## src/hw/rtl/tbrd_pkg.sv

```systemverilog
package tbrd_pkg;

  localparam logic [7:0] WORD_LIMIT    = 8'd98;
  localparam logic [6:0] NAMED_KEY     = 7'd98;

  localparam logic [7:0] TAG_IP        = 8'd255;
  localparam logic [7:0] TAG_BLOB32    = 8'd254;
  localparam logic [7:0] TAG_BLOB33    = 8'd253;
  localparam logic [7:0] TAG_BLOB65    = 8'd252;
  localparam logic [7:0] TAG_BLOB20    = 8'd251;
  localparam logic [7:0] TAG_NUM_HI    = 8'd250;
  localparam logic [7:0] TAG_NUM_LO    = 8'd239;
  localparam logic [7:0] NUM_LEN_BASE  = 8'd252;
  localparam logic [7:0] TAG_AMOUNT    = 8'd238;
  localparam logic [7:0] TAG_NTXT8_LO  = 8'd236;
  localparam logic [7:0] TAG_TS_BASE   = 8'd235;
  localparam logic [7:0] TAG_TS_OFF8   = 8'd234;
  localparam logic [7:0] TAG_TS_OFF16  = 8'd233;
  localparam logic [7:0] TAG_ZERO      = 8'd232;
  localparam logic [7:0] TAG_ZERO_TXT  = 8'd231;
  localparam logic [7:0] TAG_COIN      = 8'd230;
  localparam logic [7:0] TAG_TEXT      = 8'd229;
  localparam logic [7:0] TAG_ARR8      = 8'd228;
  localparam logic [7:0] TAG_ARR16     = 8'd227;
  localparam logic [7:0] TAG_ARR32     = 8'd226;

  localparam logic [6:0] LEN_BLOB32    = 7'd32;
  localparam logic [6:0] LEN_BLOB33    = 7'd33;
  localparam logic [6:0] LEN_BLOB65    = 7'd65;
  localparam logic [6:0] LEN_BLOB20    = 7'd20;

  localparam logic [3:0] K_KEY         = 4'd0;
  localparam logic [3:0] K_NAME        = 4'd1;
  localparam logic [3:0] K_ARRAY       = 4'd2;
  localparam logic [3:0] K_NUMBER      = 4'd3;
  localparam logic [3:0] K_NUM_TEXT    = 4'd4;
  localparam logic [3:0] K_AMOUNT      = 4'd5;
  localparam logic [3:0] K_IP          = 4'd6;
  localparam logic [3:0] K_TIMESTAMP   = 4'd7;
  localparam logic [3:0] K_BLOB        = 4'd8;
  localparam logic [3:0] K_TEXT        = 4'd9;
  localparam logic [3:0] K_COIN        = 4'd10;
  localparam logic [3:0] K_WORD        = 4'd11;
  localparam logic [3:0] K_ERROR       = 4'd12;
  localparam logic [3:0] K_END         = 4'd13;

  localparam logic [2:0] E_NONE        = 3'd0;
  localparam logic [2:0] E_BAD_KEY     = 3'd1;
  localparam logic [2:0] E_SECOND_TS   = 3'd2;
  localparam logic [2:0] E_BAD_VALUE   = 3'd3;
  localparam logic [2:0] E_TRUNCATED   = 3'd4;

  typedef struct packed {
    logic [3:0]  kind;
    logic [6:0]  key_index;
    logic [63:0] value;
    logic [1:0]  blob;
    logic        last;
    logic [2:0]  err;
    logic        done;
  } tbrd_token_t;

endpackage

```

## src/hw/rtl/tbrd_in_if.sv

```systemverilog
interface tbrd_in_if;
  logic       valid;
  logic       ready;
  logic [7:0] data_byte;
  logic       packet_last;

  modport source (output valid, output data_byte, output packet_last, input ready);
  modport sink (input valid, input data_byte, input packet_last, output ready);
endinterface

```

## src/hw/rtl/tbrd_out_if.sv

```systemverilog
interface tbrd_out_if;
  logic        valid;
  logic        ready;
  logic [3:0]  token_kind;
  logic [6:0]  key_index;
  logic [63:0] token_value;
  logic [1:0]  blob_kind;
  logic        part_last;
  logic [2:0]  error_code;
  logic        packet_done;

  modport source (output valid, output token_kind, output key_index, output token_value,
                  output blob_kind, output part_last, output error_code,
                  output packet_done, input ready);
  modport sink (input valid, input token_kind, input key_index, input token_value,
                input blob_kind, input part_last, input error_code,
                input packet_done, output ready);
endinterface

```

## src/hw/rtl/tbrd_core.sv

```systemverilog
module tbrd_core (
  input  logic               clk,
  input  logic               rst,
  input  logic               accept,
  input  logic [7:0]         data_byte,
  input  logic               packet_last,
  output logic               has_tok,
  output tbrd_pkg::tbrd_token_t tok
);
  import tbrd_pkg::*;

  typedef enum logic [2:0] {
    PH_KEY, PH_NAME, PH_HEADER, PH_COUNT, PH_VTAG, PH_PAYLOAD, PH_BLOB, PH_TEXT
  } phase_t;

  phase_t      phase, phase_next;
  logic [7:0]  value_tag, value_tag_next;
  logic [6:0]  bytes_left, bytes_left_next;
  logic [2:0]  byte_position, byte_position_next;
  logic [63:0] value_accum, value_accum_next;
  logic [31:0] base_timestamp, base_timestamp_next;
  logic [31:0] array_items_left, array_items_left_next;
  logic [6:0]  current_key, current_key_next;
  logic        discard_mode, discard_mode_next;

  logic        clear;
  logic        do_start;
  logic        fin;
  logic        is_err;
  logic [2:0]  err_code;
  logic [63:0] acc_v;
  logic [6:0]  left_dec;
  phase_t      fin_phase;
  logic [31:0] fin_items;
  logic [7:0]  num_len;

  always_comb begin
    phase_next            = phase;
    value_tag_next        = value_tag;
    bytes_left_next       = bytes_left;
    byte_position_next    = byte_position;
    value_accum_next      = value_accum;
    base_timestamp_next   = base_timestamp;
    array_items_left_next = array_items_left;
    current_key_next      = current_key;
    discard_mode_next     = discard_mode;
    clear    = 1'b0;
    do_start = 1'b0;
    fin      = 1'b0;
    is_err   = 1'b0;
    err_code = E_NONE;
    has_tok  = 1'b0;
    tok      = '0;

    acc_v = value_accum;
    acc_v[{byte_position, 3'b000} +: 8] = value_accum[{byte_position, 3'b000} +: 8] | data_byte;
    left_dec  = (bytes_left != 7'd0) ? bytes_left - 7'd1 : 7'd0;
    fin_phase = (array_items_left > 32'd1) ? PH_VTAG : PH_KEY;
    fin_items = (array_items_left != 32'd0) ? array_items_left - 32'd1 : 32'd0;
    num_len   = (NUM_LEN_BASE - data_byte) >> 1;

    if (discard_mode) begin
      clear = packet_last;
    end else if (packet_last && phase == PH_KEY) begin
      has_tok  = 1'b1;
      tok.kind = K_END;
      clear    = 1'b1;
    end else begin
      case (phase)
        PH_KEY: begin
          if (data_byte < WORD_LIMIT) begin
            current_key_next = data_byte[6:0];
            has_tok   = 1'b1;
            tok.kind  = K_KEY;
            tok.value = {56'd0, data_byte};
            phase_next = PH_HEADER;
          end else if (data_byte == TAG_TEXT) begin
            current_key_next = NAMED_KEY;
            has_tok   = 1'b1;
            tok.kind  = K_KEY;
            tok.value = {57'd0, NAMED_KEY};
            phase_next = PH_NAME;
          end else begin
            is_err   = 1'b1;
            err_code = E_BAD_KEY;
          end
        end
        PH_NAME: begin
          has_tok   = 1'b1;
          tok.kind  = K_NAME;
          tok.value = {56'd0, data_byte};
          if (data_byte == 8'd0) begin
            tok.last   = 1'b1;
            phase_next = PH_HEADER;
          end
        end
        PH_HEADER: begin
          if (data_byte == TAG_ARR8 || data_byte == TAG_ARR16 || data_byte == TAG_ARR32) begin
            value_tag_next     = data_byte;
            byte_position_next = 3'd0;
            value_accum_next   = '0;
            phase_next         = PH_COUNT;
            if (data_byte == TAG_ARR8) begin
              bytes_left_next = 7'd1;
            end else if (data_byte == TAG_ARR16) begin
              bytes_left_next = 7'd2;
            end else begin
              bytes_left_next = 7'd4;
            end
          end else begin
            do_start = 1'b1;
          end
        end
        PH_COUNT: begin
          value_accum_next   = acc_v;
          byte_position_next = byte_position + 3'd1;
          bytes_left_next    = left_dec;
          if (left_dec == 7'd0) begin
            array_items_left_next = acc_v[31:0];
            has_tok   = 1'b1;
            tok.kind  = K_ARRAY;
            tok.value = {32'd0, acc_v[31:0]};
            phase_next = (acc_v[31:0] != 32'd0) ? PH_VTAG : PH_KEY;
          end
        end
        PH_VTAG: begin
          do_start = 1'b1;
        end
        PH_PAYLOAD: begin
          value_accum_next   = acc_v;
          byte_position_next = byte_position + 3'd1;
          bytes_left_next    = left_dec;
          if (left_dec == 7'd0) begin
            fin     = 1'b1;
            has_tok = 1'b1;
            tok.value = acc_v;
            if (value_tag == TAG_IP) begin
              tok.kind = K_IP;
            end else if (value_tag >= TAG_NUM_LO) begin
              tok.kind = value_tag[0] ? K_NUM_TEXT : K_NUMBER;
            end else if (value_tag == TAG_AMOUNT) begin
              tok.kind = K_AMOUNT;
            end else if (value_tag >= TAG_NTXT8_LO) begin
              tok.kind = K_NUM_TEXT;
            end else if (value_tag == TAG_TS_BASE) begin
              base_timestamp_next = acc_v[31:0];
              tok.kind  = K_TIMESTAMP;
              tok.value = {32'd0, acc_v[31:0]};
            end else if (value_tag == TAG_TS_OFF8) begin
              tok.kind  = K_TIMESTAMP;
              tok.value = {32'd0, base_timestamp + acc_v[31:0]};
            end else if (value_tag == TAG_TS_OFF16) begin
              tok.kind  = K_TIMESTAMP;
              tok.value = {32'd0, base_timestamp} + acc_v;
            end else begin
              tok.kind = K_COIN;
            end
          end
        end
        PH_BLOB: begin
          has_tok   = 1'b1;
          tok.kind  = K_BLOB;
          tok.value = {56'd0, data_byte};
          tok.blob  = 2'(TAG_BLOB32 - value_tag);
          bytes_left_next = left_dec;
          if (left_dec == 7'd0) begin
            tok.last = 1'b1;
            fin      = 1'b1;
          end
        end
        PH_TEXT: begin
          has_tok   = 1'b1;
          tok.kind  = K_TEXT;
          tok.value = {56'd0, data_byte};
          if (data_byte == 8'd0) begin
            tok.last = 1'b1;
            fin      = 1'b1;
          end
        end
        default: begin
          phase_next = PH_KEY;
        end
      endcase

      if (do_start) begin
        if (data_byte < WORD_LIMIT) begin
          has_tok   = 1'b1;
          tok.kind  = K_WORD;
          tok.value = {56'd0, data_byte};
          fin       = 1'b1;
        end else if (data_byte == TAG_ZERO) begin
          has_tok  = 1'b1;
          tok.kind = K_NUMBER;
          fin      = 1'b1;
        end else if (data_byte == TAG_ZERO_TXT) begin
          has_tok  = 1'b1;
          tok.kind = K_NUM_TEXT;
          fin      = 1'b1;
        end else if (data_byte == TAG_TEXT) begin
          value_tag_next = data_byte;
          phase_next     = PH_TEXT;
        end else if (data_byte == TAG_TS_BASE && base_timestamp != 32'd0) begin
          is_err   = 1'b1;
          err_code = E_SECOND_TS;
        end else if (data_byte inside {[TAG_BLOB20:TAG_BLOB32]} || data_byte == TAG_IP ||
                     data_byte inside {[TAG_TS_OFF16:TAG_NUM_HI]} || data_byte == TAG_COIN)
        begin
          value_tag_next     = data_byte;
          byte_position_next = 3'd0;
          value_accum_next   = '0;
          phase_next         = PH_PAYLOAD;
          if (data_byte == TAG_IP || data_byte == TAG_TS_BASE) begin
            bytes_left_next = 7'd4;
          end else if (data_byte == TAG_BLOB32) begin
            bytes_left_next = LEN_BLOB32;
            phase_next      = PH_BLOB;
          end else if (data_byte == TAG_BLOB33) begin
            bytes_left_next = LEN_BLOB33;
            phase_next      = PH_BLOB;
          end else if (data_byte == TAG_BLOB65) begin
            bytes_left_next = LEN_BLOB65;
            phase_next      = PH_BLOB;
          end else if (data_byte == TAG_BLOB20) begin
            bytes_left_next = LEN_BLOB20;
            phase_next      = PH_BLOB;
          end else if (data_byte >= TAG_NUM_LO) begin
            bytes_left_next = num_len[6:0];
          end else if (data_byte >= TAG_NTXT8_LO) begin
            bytes_left_next = 7'd8;
          end else if (data_byte == TAG_TS_OFF16) begin
            bytes_left_next = 7'd2;
          end else begin
            bytes_left_next = 7'd1;
          end
        end else begin
          is_err   = 1'b1;
          err_code = E_BAD_VALUE;
        end
      end

      if (fin) begin
        phase_next            = fin_phase;
        array_items_left_next = fin_items;
      end

      if (is_err) begin
        has_tok  = 1'b1;
        tok      = '0;
        tok.kind = K_ERROR;
        tok.err  = err_code;
        clear    = packet_last;
        discard_mode_next = ~packet_last;
      end else if (packet_last) begin
        if (phase_next != PH_KEY) begin
          tok      = '0;
          tok.kind = K_ERROR;
          tok.err  = E_TRUNCATED;
        end else if (!has_tok) begin
          tok.kind = K_END;
        end
        has_tok = 1'b1;
        clear   = 1'b1;
      end
    end

    tok.key_index = current_key_next;
    tok.done      = packet_last;
  end

  always_ff @(posedge clk) begin
    if (rst || (accept && clear)) begin
      phase            <= PH_KEY;
      value_tag        <= '0;
      bytes_left       <= '0;
      byte_position    <= '0;
      value_accum      <= '0;
      base_timestamp   <= '0;
      array_items_left <= '0;
      current_key      <= '0;
      discard_mode     <= 1'b0;
    end else if (accept) begin
      phase            <= phase_next;
      value_tag        <= value_tag_next;
      bytes_left       <= bytes_left_next;
      byte_position    <= byte_position_next;
      value_accum      <= value_accum_next;
      base_timestamp   <= base_timestamp_next;
      array_items_left <= array_items_left_next;
      current_key      <= current_key_next;
      discard_mode     <= discard_mode_next;
    end
  end

endmodule

```

## src/hw/rtl/tbrd_out_stage.sv

```systemverilog
module tbrd_out_stage (
  input  logic                  clk,
  input  logic                  rst,
  input  logic                  load,
  input  logic                  has_tok,
  input  tbrd_pkg::tbrd_token_t tok_in,
  input  logic                  take,
  output logic                  space,
  output logic                  valid,
  output tbrd_pkg::tbrd_token_t tok
);
  import tbrd_pkg::*;

  assign space = !valid || take;

  always_ff @(posedge clk) begin
    if (rst) begin
      valid <= 1'b0;
    end else if (load) begin
      valid <= has_tok;
    end else if (take) begin
      valid <= 1'b0;
    end
  end

  always_ff @(posedge clk) begin
    if (load && has_tok) begin
      tok <= tok_in;
    end
  end

endmodule

```

## src/hw/rtl/tagged_binary_record_decoder.sv

```systemverilog
// Decodes a tagged binary record stream one byte per request and gives at most one token per
// byte. A byte is taken in every cycle in which the result register is empty or its token is
// being taken, so the sustained rate is one byte per cycle while the result side keeps taking
// tokens; the token for a byte appears in the result register on the cycle after the byte is
// accepted. All parse state is updated in that single cycle, and the only path from the result
// side to the input side is the ready line. After an error token the rest of the packet is
// dropped without tokens, and every packet end returns the parser to its reset state.
module tagged_binary_record_decoder (
  input logic       clk,
  input logic       rst,
  tbrd_in_if.sink   in_ch,
  tbrd_out_if.source out_ch
);
  import tbrd_pkg::*;

  logic        accept;
  logic        has_tok;
  logic        space;
  tbrd_token_t tok_next;
  tbrd_token_t tok;

  assign in_ch.ready = space;
  assign accept      = in_ch.valid && space;

  tbrd_core u_core (
    .clk         (clk),
    .rst         (rst),
    .accept      (accept),
    .data_byte   (in_ch.data_byte),
    .packet_last (in_ch.packet_last),
    .has_tok     (has_tok),
    .tok         (tok_next)
  );

  tbrd_out_stage u_out (
    .clk     (clk),
    .rst     (rst),
    .load    (accept),
    .has_tok (has_tok),
    .tok_in  (tok_next),
    .take    (out_ch.ready),
    .space   (space),
    .valid   (out_ch.valid),
    .tok     (tok)
  );

  assign out_ch.token_kind  = tok.kind;
  assign out_ch.key_index   = tok.key_index;
  assign out_ch.token_value = tok.value;
  assign out_ch.blob_kind   = tok.blob;
  assign out_ch.part_last   = tok.last;
  assign out_ch.error_code  = tok.err;
  assign out_ch.packet_done = tok.done;

  a_no_overwrite: assert property (@(posedge clk) disable iff (rst)
    in_ch.valid && in_ch.ready |-> !out_ch.valid || out_ch.ready)
    else $error("request accepted while a stalled token would be overwritten");

  a_error_code: assert property (@(posedge clk) disable iff (rst)
    out_ch.valid |-> ((out_ch.token_kind == K_ERROR) == (out_ch.error_code != E_NONE)))
    else $error("error code does not match token kind");

  a_part_last: assert property (@(posedge clk) disable iff (rst)
    out_ch.valid && out_ch.part_last |->
      out_ch.token_kind == K_NAME || out_ch.token_kind == K_BLOB ||
      out_ch.token_kind == K_TEXT)
    else $error("part_last on a token without parts");

  a_blob_kind: assert property (@(posedge clk) disable iff (rst)
    out_ch.valid && out_ch.blob_kind != 2'd0 |-> out_ch.token_kind == K_BLOB)
    else $error("blob kind set on a token that is not a blob byte");

endmodule
```

## src/flat_wrapper.sv

```systemverilog
// flat-port wrapper written by rule: the top's interface ports become plain ports
module tagged_binary_record_decoder_flat import tbrd_pkg::*;
  (clk, rst, in_ch_valid, in_ch_data_byte, in_ch_packet_last, in_ch_ready, out_ch_valid, out_ch_token_kind, out_ch_key_index, out_ch_token_value, out_ch_blob_kind, out_ch_part_last, out_ch_error_code, out_ch_packet_done, out_ch_ready);
  tbrd_in_if in_ch_i ();
  tbrd_out_if out_ch_i ();
  input logic clk;
  input logic rst;
  input wire logic [$bits(in_ch_i.valid)-1:0] in_ch_valid;
  input wire logic [$bits(in_ch_i.data_byte)-1:0] in_ch_data_byte;
  input wire logic [$bits(in_ch_i.packet_last)-1:0] in_ch_packet_last;
  output wire logic [$bits(in_ch_i.ready)-1:0] in_ch_ready;
  output wire logic [$bits(out_ch_i.valid)-1:0] out_ch_valid;
  output wire logic [$bits(out_ch_i.token_kind)-1:0] out_ch_token_kind;
  output wire logic [$bits(out_ch_i.key_index)-1:0] out_ch_key_index;
  output wire logic [$bits(out_ch_i.token_value)-1:0] out_ch_token_value;
  output wire logic [$bits(out_ch_i.blob_kind)-1:0] out_ch_blob_kind;
  output wire logic [$bits(out_ch_i.part_last)-1:0] out_ch_part_last;
  output wire logic [$bits(out_ch_i.error_code)-1:0] out_ch_error_code;
  output wire logic [$bits(out_ch_i.packet_done)-1:0] out_ch_packet_done;
  input wire logic [$bits(out_ch_i.ready)-1:0] out_ch_ready;
  assign in_ch_i.valid = in_ch_valid;
  assign in_ch_i.data_byte = in_ch_data_byte;
  assign in_ch_i.packet_last = in_ch_packet_last;
  assign in_ch_ready = in_ch_i.ready;
  assign out_ch_valid = out_ch_i.valid;
  assign out_ch_token_kind = out_ch_i.token_kind;
  assign out_ch_key_index = out_ch_i.key_index;
  assign out_ch_token_value = out_ch_i.token_value;
  assign out_ch_blob_kind = out_ch_i.blob_kind;
  assign out_ch_part_last = out_ch_i.part_last;
  assign out_ch_error_code = out_ch_i.error_code;
  assign out_ch_packet_done = out_ch_i.packet_done;
  assign out_ch_i.ready = out_ch_ready;
  tagged_binary_record_decoder u_core (.clk(clk), .rst(rst), .in_ch(in_ch_i), .out_ch(out_ch_i));
endmodule
```

## config.mk

```make
export PLATFORM = sky130hd
export DESIGN_NAME = tagged_binary_record_decoder_flat
export DESIGN_NICKNAME = d
export VERILOG_FILES = /design/src/hw/rtl/tbrd_pkg.sv /design/src/hw/rtl/tbrd_in_if.sv /design/src/hw/rtl/tbrd_out_if.sv /design/src/hw/rtl/tbrd_core.sv /design/src/hw/rtl/tbrd_out_stage.sv /design/src/hw/rtl/tagged_binary_record_decoder.sv /design/src/flat_wrapper.sv
export SDC_FILE = /design/constraint.sdc
export NUM_CORES = 1
export LEC_CHECK = 0
export BUFFER_PORTS_ARGS = -buffer_cell sky130_fd_sc_hd__buf_4
export CORE_MARGIN = 2
export CORE_UTILIZATION = 50
export DETAILED_ROUTE_END_ITERATION = 10
export PLACE_DENSITY = 0.68
export SLEW_MARGIN = 15
export SYNTH_ARGS = -nofsm -noshare
export SYNTH_HDL_FRONTEND = slang
export SYNTH_SLANG_ARGS = --single-unit
```

## constraint.sdc

```tcl
create_clock -name clk -period 12.96 [get_ports clk]
set_input_delay 0.648 -clock clk [delete_from_list [all_inputs] [get_ports clk]]
set_output_delay 0.648 -clock clk [all_outputs]
set_load 0.01 [all_outputs]
```

# Word-level counts from Yosys, hierarchy flattened
# Cells that the tools add are included.
[totals]
in_bits = 13
out_inout_bits = 84
wordCells = 284
ff_bits = 240
[classes]
n_eq_ne = 26
bitwise_logic = 8
shifts = 3
n_addsub = 8
n_reduce_logical = 37
magnitude_cmp = 10
n_mux = 174
[op_table]
columns = ["op", "count"]
rows = [
  ["2-to-1 mux 64 bit", 18],
  ["one-hot mux 64 bit (4 select lines)", 1],
  ["2-to-1 mux 82 bit", 2],
  ["2-to-1 mux 32 bit", 5],
  ["equality test 8 bit, second input constant", 19],
  ["2-to-1 mux 7 bit", 21],
  ["one-hot mux 64 bit (2 select lines)", 1],
  ["2-to-1 mux 3 bit", 37],
  ["nonzero test 32 bit", 3],
  ["2-to-1 mux 8 bit", 10],
  ["2-to-1 mux 71 bit", 1],
  ["adder 32 x 64 -> 64 bit", 1],
  ["bitwise mux 64 bit", 1],
  ["2-to-1 mux 4 bit", 16],
  ["variable shift 8 x 8 -> 64 bit, first input constant", 1],
  ["indexed part select 64 x 7 -> 8 bit", 1],
  ["indexed part select 8 x 8 -> 64 bit", 1],
  ["greater-or-equal comparator 8 bit, second input constant", 6],
  ["2-to-1 mux 1 bit", 45],
  ["adder 32 bit", 1],
  ["greater-than comparator 32 x 1 -> 1 bit, second input constant", 1],
  ["subtractor 32 x 1 -> 32 bit, second input constant", 1],
  ["one-hot mux 4 bit (5 select lines)", 1],
  ["<= comparator 8 bit, second input constant", 2],
  ["other kinds (31)", 70],
]

# Depth between registers and ports, before layout
[logic_depth]
depth_word = 23
ltp_mapped = 25
ltp_nobuf = 19

# By module
# Synthesis repeated with hierarchy kept, for this count alone.
[hier_totals]
cells_unflattened = 2027
hier_area_um2 = 16015.4
[modules_own_cells]
columns = ["mod", "cells_per_inst", "seq_area_each_um2", "n_inst", "area_each_um2"]
rows = [
  ["tbrd_core", 1939, 3143.0, 1, 13486.7],
  ["tbrd_out_stage", 87, 2482.4, 1, 2522.4],
  ["tagged_binary_record_decoder", 1, 0.0, 1, 6.3],
]

# Worst setup path before layout
# No wires, ideal clock.
[synth_path]
kind = "register -> register"
from = "register u_core.u_core.byte_position[1]"
to = "register, netlist name u_core.u_out.tok[67]"
arrival_time_ps = 4684
required_ps = 12690
path_slack_ps = 8005
period_less_slack_ps = 4955
setup_time_ps = 270
path_buffers = 7
path_stages_with_launch = 25
path_cell_list = "dfxtp_1 > buf_6 > buf_12 > buf_12 > inv_1 > ha_1 > ha_1 > buf_2 > nor2_1 > nand3_1 > clkbuf_1 > clkbuf_1 > o21ai_1 > ha_1 > fa_1 > a211oi_1 > o21ai_0 > a32oi_1 > o21ai_0 > a21oi_1 > o41a_1 > buf_2 > nor4_2 > xnor2_1 > nor4_2"
[synth_between]
elab_chain_cells = 21
word_cells_on_any_way = 35
cone_classes = "2 x add/sub; 3 x shift; 27 x mux; 1 x bitwise; 2 x reduce/logical"
[synth_lines]
columns = ["item", "line", "source"]
rows = [
  ["from (decl)", "tbrd_core.sv:19", "logic [2:0] byte_position, byte_position_next;"],
  ["from (signal assigned)", "tbrd_core.sv:285", "byte_position <= byte_position_next;"],
  ["indexed part select 64 x 7 -> 8 bit", "tbrd_core.sv:56", "acc_v[{byte_position, 3'b000} +: 8] = value_accum[{byte_position, 3'b000} +: 8] | data_byte;"],
  ["OR 8 bit", "tbrd_core.sv:56", ""],
  ["indexed part select 8 x 8 -> 64 bit", "tbrd_core.sv:56", ""],
  ["bitwise mux 64 bit *", "tbrd_core.sv:56", ""],
  ["net u_core.u_core.acc_v[0]", "tbrd_core.sv:31", "logic [63:0] acc_v;"],
  ["parallel branches: the longest is 16 deep, another holds adder 32 x 64 -> 64 bit", "-", ""],
  ["2-to-1 mux 82 bit *", "tbrd_core.sv:253", "end else if (packet_last) begin"],
]
# Mark *: on every way through the listed nets, which the timed path passes. The select of a mux whose other input is x is not followed.
# A chain may end at the register's enable or synchronous reset.

# Final worst setup path
[layout_path]
from = "register u_core.u_core.byte_position[1]"
to = "register, netlist name u_core.u_out.tok[65]"
[layout_between]
elab_chain_cells = 21
word_cells_on_any_way = 35
cone_classes = "2 x add/sub; 3 x shift; 27 x mux; 1 x bitwise; 2 x reduce/logical"
[layout_lines]
columns = ["item", "line"]
rows = [
  ["indexed part select 64 x 7 -> 8 bit", "tbrd_core.sv:56"],
  ["OR 8 bit", "tbrd_core.sv:56"],
  ["indexed part select 8 x 8 -> 64 bit", "tbrd_core.sv:56"],
  ["bitwise mux 64 bit *", "tbrd_core.sv:56"],
  ["net u_core.u_core.acc_v[0]", "tbrd_core.sv:31"],
  ["parallel branches: the longest is 16 deep, another holds adder 32 x 64 -> 64 bit", "-"],
  ["2-to-1 mux 82 bit *", "tbrd_core.sv:253"],
]
# Marks and branches as above.

==> impl_results.html <==
<table>
<tr><th>Metric</th><th>Value</th></tr>
<tr><th colspan="2">Outcome</th></tr>
<tr><td>Run status</td><td>finished clean</td></tr>
<tr><th colspan="2">Worst setup path</th></tr>
<tr><td>Signal arrival time at the worst endpoint</td><td>7.24 ns</td></tr>
<tr><td>Critical path data required time</td><td>13.23 ns</td></tr>
<tr><td>Delay of the slowest critical-path stage</td><td>1.03 ns</td></tr>
<tr><td>Critical path class</td><td>flop to flop</td></tr>
<tr><td>Launching element type of the critical path</td><td>flop</td></tr>
<tr><td>Critical-path top delay cell</td><td>dfxtp_2</td></tr>
<tr><td>Maximum net fanout on the critical path</td><td>38</td></tr>
<tr><td>Critical path capture point type</td><td>flop</td></tr>
<tr><td>Critical path's most frequent cell</td><td>ha_1</td></tr>
<tr><td>Ordered cell list for the critical path</td><td>inv_1 &gt; ha_1 &gt; ha_1 &gt; nor2_1 &gt; nand3_1 &gt; nand2_1 &gt; o21ai_1 &gt; ha_1 &gt; fa_1 &gt; a211oi_1 &gt; o21ai_0 &gt; a32oi_1 &gt; o21ai_0 &gt; a21oi_1 &gt; o41a_1 &gt; nor3_1 &gt; xnor2_1 &gt; nor4_1</td></tr>
<tr><th colspan="2">Clock network</th></tr>
<tr><td>Cells resized by post-CTS repair</td><td>0</td></tr>
<tr><td>Clock root buffer master</td><td>clkbuf_16</td></tr>
<tr><td>TritonCTS clock tree</td><td>yes</td></tr>
<tr><td>Total number of H-tree levels</td><td>1</td></tr>
<tr><td>Sinks on Clock Net</td><td>240</td></tr>
<tr><td>Clock latency of the later-clocked register in the worst-skew pair</td><td>0.57 ns</td></tr>
<tr><td>Buffer count from post-CTS setup fixing</td><td>0</td></tr>
<tr><td>Clock transition at the registers of the reported paths</td><td>0.06 ns</td></tr>
<tr><td>Max Buffers Root-to-Sink</td><td>3</td></tr>
<tr><td>Number of CTS-inserted buffers</td><td>28</td></tr>
<tr><td>Post-cts hold buffer count</td><td>0</td></tr>
<tr><th colspan="2">STA</th></tr>
<tr><td>Worst rel slew slack</td><td>25.5%</td></tr>
<tr><td>Final setup violation count</td><td>0</td></tr>
<tr><td>Total negative slack</td><td>0 ns</td></tr>
<tr><td>Final Critical Period</td><td>6.96 ns</td></tr>
<tr><td>Worst hold slack across all endpoints</td><td>0.274 ns</td></tr>
<tr><td>Number of pins with negative max-slew slack in the final report</td><td>0</td></tr>
<tr><td>Unrepaired setup endpoints after global routing</td><td>no</td></tr>
<tr><td>Worst-case clock skew</td><td>0.0164 ns</td></tr>
<tr><td>Upper clock frequency limit</td><td>144 MHz</td></tr>
<tr><td>Transition time of the tightest slew-check pin</td><td>1.12 ns</td></tr>
<tr><td>Final critical-path share of the clock period</td><td>53.7%</td></tr>
<tr><td>Final Hold Viols</td><td>0</td></tr>
<tr><th colspan="2">Final layout</th></tr>
<tr><td>Commonest cells after routing, fill and taps aside</td><td>nor2_1, nand2_1, dfxtp_1</td></tr>
<tr><td>Area growth from synthesis to layout</td><td>10.9%</td></tr>
<tr><td>Most common library cell in the layout ignoring fill and taps</td><td>nor2_1</td></tr>
<tr><td>NumNets Final</td><td>2054</td></tr>
<tr><td>Post-route cell area</td><td>17900 um^2</td></tr>
<tr><td>Fraction of layout instances using a drive strength above 1</td><td>13.3%</td></tr>
<tr><td>Final antenna diode count</td><td>0</td></tr>
<tr><td>Fin cells</td><td>2405</td></tr>
<tr><th colspan="2">Routing</th></tr>
<tr><td>Total routed wirelength</td><td>54100 um</td></tr>
<tr><td>Vias per cell</td><td>6.60</td></tr>
<tr><td>Count of routing violations after the opening detailed-route iteration</td><td>1970</td></tr>
<tr><td>Number of vias in the routed layout</td><td>15865</td></tr>
<tr><td>DRC Markers</td><td>0</td></tr>
<tr><td>Detailed-routing iteration count for the pre-antenna-repair pass</td><td>6</td></tr>
<tr><td>Remaining antenna violation count</td><td>0</td></tr>
<tr><td>Routed wire length per instance</td><td>22.5 um</td></tr>
<tr><th colspan="2">Power and ir drop</th></tr>
<tr><td>Final Power</td><td>1.82 mW</td></tr>
<tr><td>Static power due to leakage</td><td>6.32 nW</td></tr>
<tr><td>Largest voltage drop on the vdd net</td><td>0.000127 V</td></tr>
<tr><td>Power Dens Cells</td><td>101 nW/um^2</td></tr>
<tr><th colspan="2">Die</th></tr>
<tr><td>Area of the core</td><td>31700 um^2</td></tr>
<tr><td>Horizontal extent of the die</td><td>184 um</td></tr>
<tr><td>Initial Utilization</td><td>51.0%</td></tr>
<tr><td>Overall die height</td><td>184 um</td></tr>
<tr><td>Number of rows in the core area</td><td>65</td></tr>
<tr><td>DIE AREA</td><td>33800 um^2</td></tr>
<tr><td>Ports</td><td>97</td></tr>
<tr><th colspan="2">Worst hold path</th></tr>
<tr><td>Hold/Removal Path Class</td><td>input port to flop</td></tr>
<tr><th colspan="2">Synth</th></tr>
<tr><td>Commonest register cell after synthesis</td><td>dfxtp_1</td></tr>
<tr><td>Number of synthesis warnings</td><td>0</td></tr>
<tr><td>Number of enable flip-flop cells after synthesis</td><td>82</td></tr>
<tr><td>Synthesized netlist cell count</td><td>1974</td></tr>
<tr><td>Post-synthesis instance area</td><td>16200 um^2</td></tr>
<tr><td>Fraction of the yosys area taken by sequential cells</td><td>34.8%</td></tr>
<tr><td>Share of synthesized flip-flops with an asynchronous set or reset</td><td>0%</td></tr>
<tr><td>Post-Syn Nets</td><td>2046</td></tr>
<tr><td>Mapped Avg Cell Area</td><td>8.19 um^2</td></tr>
<tr><td>Cell variety after synth</td><td>98</td></tr>
<tr><td>Register bit total from synthesis</td><td>240</td></tr>
<tr><th colspan="2">Placed design</th></tr>
<tr><td>Final GP Congestion</td><td>0.988</td></tr>
<tr><td>Placed wire-length estimate after detailed placement</td><td>37600 um</td></tr>
<tr><td>Instance area after placement</td><td>17000 um^2</td></tr>
<tr><td>Number of port buffers</td><td>96</td></tr>
<tr><td>Number of cells in the design after placement</td><td>2354</td></tr>
<tr><th colspan="2">Global route</th></tr>
<tr><td>Largest net degree at the start of global routing</td><td>100</td></tr>
<tr><td>Antenna violations before repair</td><td>0</td></tr>
<tr><td>Vias in the first global route</td><td>14663</td></tr>
<tr><td>Wire length of the first global-routing pass</td><td>84000 um</td></tr>
<tr><td>Overall track demand over capacity in global routing</td><td>31.3%</td></tr>
<tr><td>Sum of overflow across all layers after global routing</td><td>0</td></tr>
<tr><th colspan="2">Job</th></tr>
<tr><td>Total of max-cap violations</td><td>0</td></tr>
</table>
## final cells by class
| type | count | area (um^2) |
|---|---|---|
| fill | 2899 | 13800 |
| multi-input combinational | 1552 | 9770 |
| sequential | 240 | 5630 |
| timing repair buffer | 123 | 923 |
| clock buffer | 35 | 800 |
| tap | 402 | 503 |
| clock inverter | 16 | 178 |
| inverter | 37 | 140 |
## synthesized netlist by cell type, types with 40 or more instances
library cell	number	area share, %
a22oi_1	101	4.7
ha_1	58	4.5
nor2_1	263	6.1
edfxtp_1	82	15
nor4_1	40	1.5
clkbuf_1	86	2.0
nand3_1	40	1.2
dfxtp_1	158	20
nand2_1	199	4.6
buf_2	41	1.3
nor3_1	104	3.2
o21ai_0	90	2.8
a21oi_1	109	3.4
## registers in the layout, summed over array words and instances, names as in the netlist
signal                          count
u_core.u_core.base_timestamp       32
u_core.u_core.current_key           7
u_core.u_core.bytes_left            7
u_core.u_core.value_accum          64
u_core.u_core.byte_position         3
u_core.u_core.value_tag             8
u_core.u_out.tok                   82
u_core.u_core.array_items_left     32
u_core.u_core.phase                 3
u_core.u_core.discard_mode          1
u_core.u_out.valid                  1
## critical path, delay by kind of cell, from the launching register on
family          cells  cell delay [ns]
fa+ha+maj           4             1.48
buf+inv             1             0.28
flops               1             1.03
compound gates      7             2.49
xor+xnor            1             0.21
simple gates        5             1.17
## path summary, 6_finish.rpt
check | startpoint | endpoint | slack, ns | cells after the start
max | u_core.u_core.byte_position[1] | u_core.u_out.tok[65] | 6.00 | 18
min | rst | u_core.u_out.valid | 0.27 | 2
max reg2reg | u_core.u_core.byte_position[1] | u_core.u_out.tok[65] | 6.00 | 18
min reg2reg | u_core.u_core.current_key[1] | u_core.u_core.current_key[1] | 0.46 | 2
## power by group
part	leakage (nW)	internal (mW)	total (mW)	switching, mW
logic	3.75	0.0511	0.166	0.115
registers	2.08	0.802	0.811	0.00863
clock network	0.486	0.498	0.841	0.344
total	6.32	1.35	1.82	0.467
## layer usage
metal | up-vias | global-route usage (%) | share of wire [%]
met5 | - | 0 | 0
met3 | 157 | 4.00 | 7.9
li1 | 7339 | - | -
met1 | 7573 | 42.8 | 43
met4 | 0 | 13.6 | 4.7
met2 | 796 | 49.8 | 44
## kinds of logic after synthesis
kind of cell	Yosys count	synth area share (%)
AO/OA/AOI/OAI	564	24.3
flip-flops	240	34.8
AND/OR/NAND/NOR	823	25.0
adder cells (fa/ha/maj)	59	4.61
multiplexers	43	2.83
XOR/XNOR	63	3.41
buffers and inverters	182	5.10
## through the flow
step           setup slack (ns)  utilization (%)
5_1_grt                    5.60             56.6
4_1_cts                    6.24             56.6
6_report                   6.00             56.6
3_5_place_dp               6.33             53.5
2_1_floorplan              8.01                -
3_3_place_gp               6.47             53.5
(Power assumes the default switching activity.)
